$ cat src/sv/depq_pkg.sv
`timescale 1ns / 1ps

package depq_pkg;

   // word field widths
   localparam int DATA_W   = 32;
   localparam int MODE_W   = 2;
   localparam int COUNT_W  = 11;
   localparam int STATUS_W = 2;

   // default store depth
   localparam int CAPACITY_DEF = 1024;

   // operation codes carried in req_mode
   localparam logic [MODE_W-1:0] MODE_INSERT  = 2'd0;
   localparam logic [MODE_W-1:0] MODE_REM_MAX = 2'd1;
   localparam logic [MODE_W-1:0] MODE_REM_MIN = 2'd2;
   localparam logic [MODE_W-1:0] MODE_CLEAR   = 2'd3;

   // result status codes
   localparam logic [STATUS_W-1:0] ST_DONE  = 2'd0;
   localparam logic [STATUS_W-1:0] ST_EMPTY = 2'd1;
   localparam logic [STATUS_W-1:0] ST_FULL  = 2'd2;

   // datapath micro-operations issued by the controller
   typedef enum logic [3:0] {
      ACT_NONE,
      ACT_INS_FIRST,
      ACT_INS_START,
      ACT_SHIFT_MOVE,
      ACT_SHIFT_LAST,
      ACT_PLACE,
      ACT_FULL,
      ACT_EMPTY_RM,
      ACT_RM_LAST,
      ACT_RM_MAX,
      ACT_RM_MIN,
      ACT_LOAD_MAX,
      ACT_LOAD_MIN,
      ACT_CLEAR
   } dp_act_type;

   typedef struct packed {
      dp_act_type act;
      logic       emit;
   } dp_cmd_type;

   typedef struct packed {
      logic count_zero;
      logic count_one;
      logic full;
      logic ptr_one;
      logic greater;
   } dp_sts_type;

endpackage

$ cat src/sv/depq_ctrl.sv
`timescale 1ns / 1ps

module depq_ctrl (
   input  logic                          clock,
   input  logic                          reset,
   input  logic                          req_valid,
   output logic                          req_stall,
   input  logic [depq_pkg::MODE_W-1:0]   req_mode,
   output logic                          rsp_valid,
   input  logic                          rsp_stall,
   output depq_pkg::dp_cmd_type          cmd,
   input  depq_pkg::dp_sts_type          sts
);

   typedef enum logic [2:0] {
      S_IDLE,
      S_SHIFT,
      S_PLACE,
      S_FETCH_MAX,
      S_FETCH_MIN,
      S_DONE
   } state_type;

   state_type state_ff, state_in;
   logic      rsp_valid_ff, rsp_valid_in;
   logic      out_free;

   assign out_free  = !rsp_valid_ff || !rsp_stall;
   assign req_stall = (state_ff != S_IDLE);
   assign rsp_valid = rsp_valid_ff;

   // sequencing of micro-operations
   always_comb begin
      state_in     = state_ff;
      rsp_valid_in = rsp_valid_ff && rsp_stall;
      cmd.act      = depq_pkg::ACT_NONE;
      cmd.emit     = 1'b0;
      case (state_ff)
         S_IDLE: begin
            if (req_valid) begin
               state_in = S_DONE;
               case (req_mode)
                  depq_pkg::MODE_INSERT: begin
                     if (sts.full) begin
                        cmd.act = depq_pkg::ACT_FULL;
                     end else if (sts.count_zero) begin
                        cmd.act = depq_pkg::ACT_INS_FIRST;
                     end else begin
                        cmd.act  = depq_pkg::ACT_INS_START;
                        state_in = S_SHIFT;
                     end
                  end
                  depq_pkg::MODE_REM_MAX: begin
                     if (sts.count_zero) begin
                        cmd.act = depq_pkg::ACT_EMPTY_RM;
                     end else if (sts.count_one) begin
                        cmd.act = depq_pkg::ACT_RM_LAST;
                     end else begin
                        cmd.act  = depq_pkg::ACT_RM_MAX;
                        state_in = S_FETCH_MAX;
                     end
                  end
                  depq_pkg::MODE_REM_MIN: begin
                     if (sts.count_zero) begin
                        cmd.act = depq_pkg::ACT_EMPTY_RM;
                     end else if (sts.count_one) begin
                        cmd.act = depq_pkg::ACT_RM_LAST;
                     end else begin
                        cmd.act  = depq_pkg::ACT_RM_MIN;
                        state_in = S_FETCH_MIN;
                     end
                  end
                  default: begin
                     cmd.act = depq_pkg::ACT_CLEAR;
                  end
               endcase
            end
         end
         S_SHIFT: begin
            // entry below the slot is larger: move it up
            if (sts.greater) begin
               if (sts.ptr_one) begin
                  cmd.act  = depq_pkg::ACT_SHIFT_LAST;
                  state_in = S_PLACE;
               end else begin
                  cmd.act = depq_pkg::ACT_SHIFT_MOVE;
               end
            end else begin
               cmd.act  = depq_pkg::ACT_PLACE;
               state_in = S_DONE;
            end
         end
         S_PLACE: begin
            cmd.act  = depq_pkg::ACT_PLACE;
            state_in = S_DONE;
         end
         S_FETCH_MAX: begin
            cmd.act  = depq_pkg::ACT_LOAD_MAX;
            state_in = S_DONE;
         end
         S_FETCH_MIN: begin
            cmd.act  = depq_pkg::ACT_LOAD_MIN;
            state_in = S_DONE;
         end
         S_DONE: begin
            if (out_free) begin
               cmd.emit     = 1'b1;
               rsp_valid_in = 1'b1;
               state_in     = S_IDLE;
            end
         end
         default: begin
            state_in = S_IDLE;
         end
      endcase
   end

   always_ff @(posedge clock) begin
      if (reset) begin
         state_ff     <= S_IDLE;
         rsp_valid_ff <= 1'b0;
      end else begin
         state_ff     <= state_in;
         rsp_valid_ff <= rsp_valid_in;
      end
   end

endmodule
$ cat config.mk
export PLATFORM = sky130hd
export DESIGN_NAME = depq_ctrl
export DESIGN_NICKNAME = d
export VERILOG_FILES = /design/src/sv/depq_pkg.sv /design/src/sv/depq_ctrl.sv
export SDC_FILE = /design/constraint.sdc
export NUM_CORES = 1
export LEC_CHECK = 0
export ABC_AREA = 0
export BUFFER_PORTS_ARGS = -buffer_cell sky130_fd_sc_hd__clkbuf_2
export CAP_MARGIN = 20
export CORE_AREA = 3 3 40 42
export CTS_BUF_LIST = sky130_fd_sc_hd__clkbuf_8
export CTS_CLUSTER_DIAMETER = 150
export DETAILED_ROUTE_END_ITERATION = 8
export DIE_AREA = 0 0 43 45
export SYNTH_ARGS = -nofsm -noshare
export SYNTH_HDL_FRONTEND = slang
export SYNTH_SLANG_ARGS = --single-unit
$ cat constraint.sdc
create_clock -name clock -period 1.6 [get_ports clock]
set_clock_uncertainty 0.05 [all_clocks]
set_input_delay 0.08 -clock clock [delete_from_list [all_inputs] [get_ports clock]]
set_output_delay 0.08 -clock clock [all_outputs]
set_load 0.05 [all_outputs]
==> results.cfg <==
[clocking]
root_buffer = clkbuf_8
htreeDepth = 1
cts_inserted_buffers = 3
cts_hold_buffers = 0
clk_pin_slew_ns = 0.03
insertion_delay_ns = 0.21
tritoncts = yes
clockBufferDepth = 2
clock_sinks = 4

[yosys]
synth_top_area_share = 0.166
syn_nets = 74
yosysWarnings = 0
yosysTopAreaCell = dfxtp_1
syn_inst = 63
synth_cell_type_count = 31
ys_ff_latch = 4
synth_area_sq_um = 482
syn_avg_cell_area_sq_um = 7.65
ys_top_cells_by_area = dfxtp_1 17%, nor2b_1 7.8%, a21oi_1 7.3%, o32ai_2 6.8%, nand2_1 4.7%
yosysSeqAreaShare = 0.166

[place]
port_buffers = 17
placed_area_sq_um = 602
gp_congestion = 0.720
placed_cells = 93
place_hpwl_um = 948

[detailed_routing]
first_pass_iters = 4
routed_via_density = 5.31
drc = 0
drtIter0Drc = 8
drt-wirelength-per-cell_um = 12.4
antenna_left = 0
wl_um = 1200
vias = 515

[critical_path]
worstPathMaxFanout = 3
required_ns = 1.47
crit_type = register to output port
critPathArrivalTime_ns = 1.41
cp-start-kind = register
cp-end-kind = output port

[grt]
grt_pass1_wl_um = 1970
grt_max_degree = 14
grt_pass1_vias = 470
grt_use_total = 0.133
overflow = 0
antenna_found_initial = 0

[min_path]
hold_path.class = input port to register

[floorplanning]
die_area_sq_mm = 0.00194
initial_core_util = 0.375
fp.coreArea_sq_mm = 0.00128
die_x_um = 43
num_rows = 13
dieHeight_um = 45
num_io_pins = 18

[sta]
setup-violations-final = 0
max_freq_ghz = 0.649
finalSetupTns_ns = 0
rsz0062_at_grt = false
maxSlewViolCount = 0
worst_slew_pin_slew_ns = 0.545
period_needed_ns = 1.54
hold_violations = 0
relSlewSlack = 0.633
period_share = 0.963

[cells_and_area]
area_growth_pct = 41.6
final_cells = 97
fin_nets = 95
design_area_sq_um = 682
num_antenna_cells = 0
final_layout_size_suffix_gt1_frac = 0.463

[pwr]
p_leak_nw = 0.278
power.total_mw = 1.45
power.density_mw_per_mm2 = 2130
ir_worst_vdd_mv = 1.22

[flow_run]
maxCapViolCount = 0

[outcome]
status = completed
==> synth_stat cells (all sizes together) <==
cell	instances
o21ai	6
nor4b	1
and3	1
nor4	4
o22ai	1
o2bb2ai	1
o31ai	2
inv	2
o21a	2
a2bb2oi	1
or2	1
nand2	7
a2111oi	1
mux2i	1
o32ai	2
dfxtp	4
nor2b	6
nor2	3
nand2b	3
a21oi	7
maj3	1
buf	4
nor3b	2
==> critical path, stage by stage, from the launching register on <==
cell,delay [ns]
dfxtp_1,0.30
or2_4,0.27
nor2_4,0.14
nand2_4,0.08
o32ai_4,0.23
buf_8,0.18
==> power by group <==
group          switching, mW  internal, mW  total [mW]  leakage [nW]
clock network         0.0498         0.160       0.210        0.0216
logic                  0.639         0.398        1.04         0.223
registers             0.0656         0.136       0.202        0.0331
==> worst paths after layout <==
check | startpoint | slack (ns) | to | cells after the start
setup / recovery | state_ff[0]$_SDFFE_PP0P_ | 0.06 | cmd[1] | 5
hold / removal | reset | 0.06 | rsp_valid$_SDFF_PP0_ | 2
setup reg to reg | state_ff[1]$_SDFFE_PP0P_ | 0.27 | state_ff[1]$_SDFFE_PP0P_ | 5
hold reg to reg | rsp_valid$_SDFF_PP0_ | 0.52 | rsp_valid$_SDFF_PP0_ | 2
==> through the flow <==
stage                      util  setup WS, ns  hold slack [ns]
final                     0.531        0.0589           0.0627
after global routing      0.531       0.00834           0.0679
after CTS                 0.525       0.00703           0.0565
after detailed placement  0.468         0.121            0.275
after global placement    0.468         0.130            0.270
after floorplan               -        0.0479           0.0991
==> cell families (layout without fill, tap and decap cells) <==
logic type / after synthesis / in the layout / synth area share
AO/OA/AOI/OAI: 23 / 23 / 0.343
adder cells (fa/ha/maj): 1 / 1 / 0.0234
flip-flops: 4 / 4 / 0.166
multiplexers: 1 / 1 / 0.0208
buffers and inverters: 6 / 25 / 0.0753
AND/OR/NAND/NOR: 28 / 28 / 0.371
==> cells in the final DEF, fill, tap and decap left out, drive strengths merged <==
cell,synthesis,final
clkbuf,0,17
a21oi,7,7
nand2,7,7
nor2b,6,6
o21ai,6,6
buf,4,6
nor4,4,4
dfxtp,4,4
nand2b,3,3
nor2,3,3
inv,2,2
o21a,2,2
o31ai,2,2
o32ai,2,2
nor3b,2,2
maj3,1,1
or2,1,1
mux2i,1,1
o22ai,1,1
a2bb2oi,1,1
and3,1,1
a2111oi,1,1
nor4b,1,1
o2bb2ai,1,1
==> registers in the layout, indices dropped and copies added, names as in the netlist <==
name       flops
rsp_valid      1
state_ff       3
==> layer usage <==
layer | part of all wire | up-vias | track usage
met1 | 0.49 | 228 | 0.161
met5 | 0 | - | 0
met2 | 0.47 | 12 | 0.228
met4 | 0 | 0 | 0.0542
li1 | - | 275 | -
met3 | 0.046 | 0 | 0.0319
==> final cells by class <==
class	instances	area [sq um]
flip-flops and latches	4	81.3
well taps	15	18.8
multi-input cells	53	403
repair buffers	20	130
fillers	128	603
inverters	2	7.51
clock buffers	3	41.3
==> timing repair <==
item / CTS / global route
pin swaps: 4 / 1
setup endpoints to repair: 3 / 4
setup buffers: 1 / 0
resized for setup: 6 / 6
(Power assumes the default switching activity.)
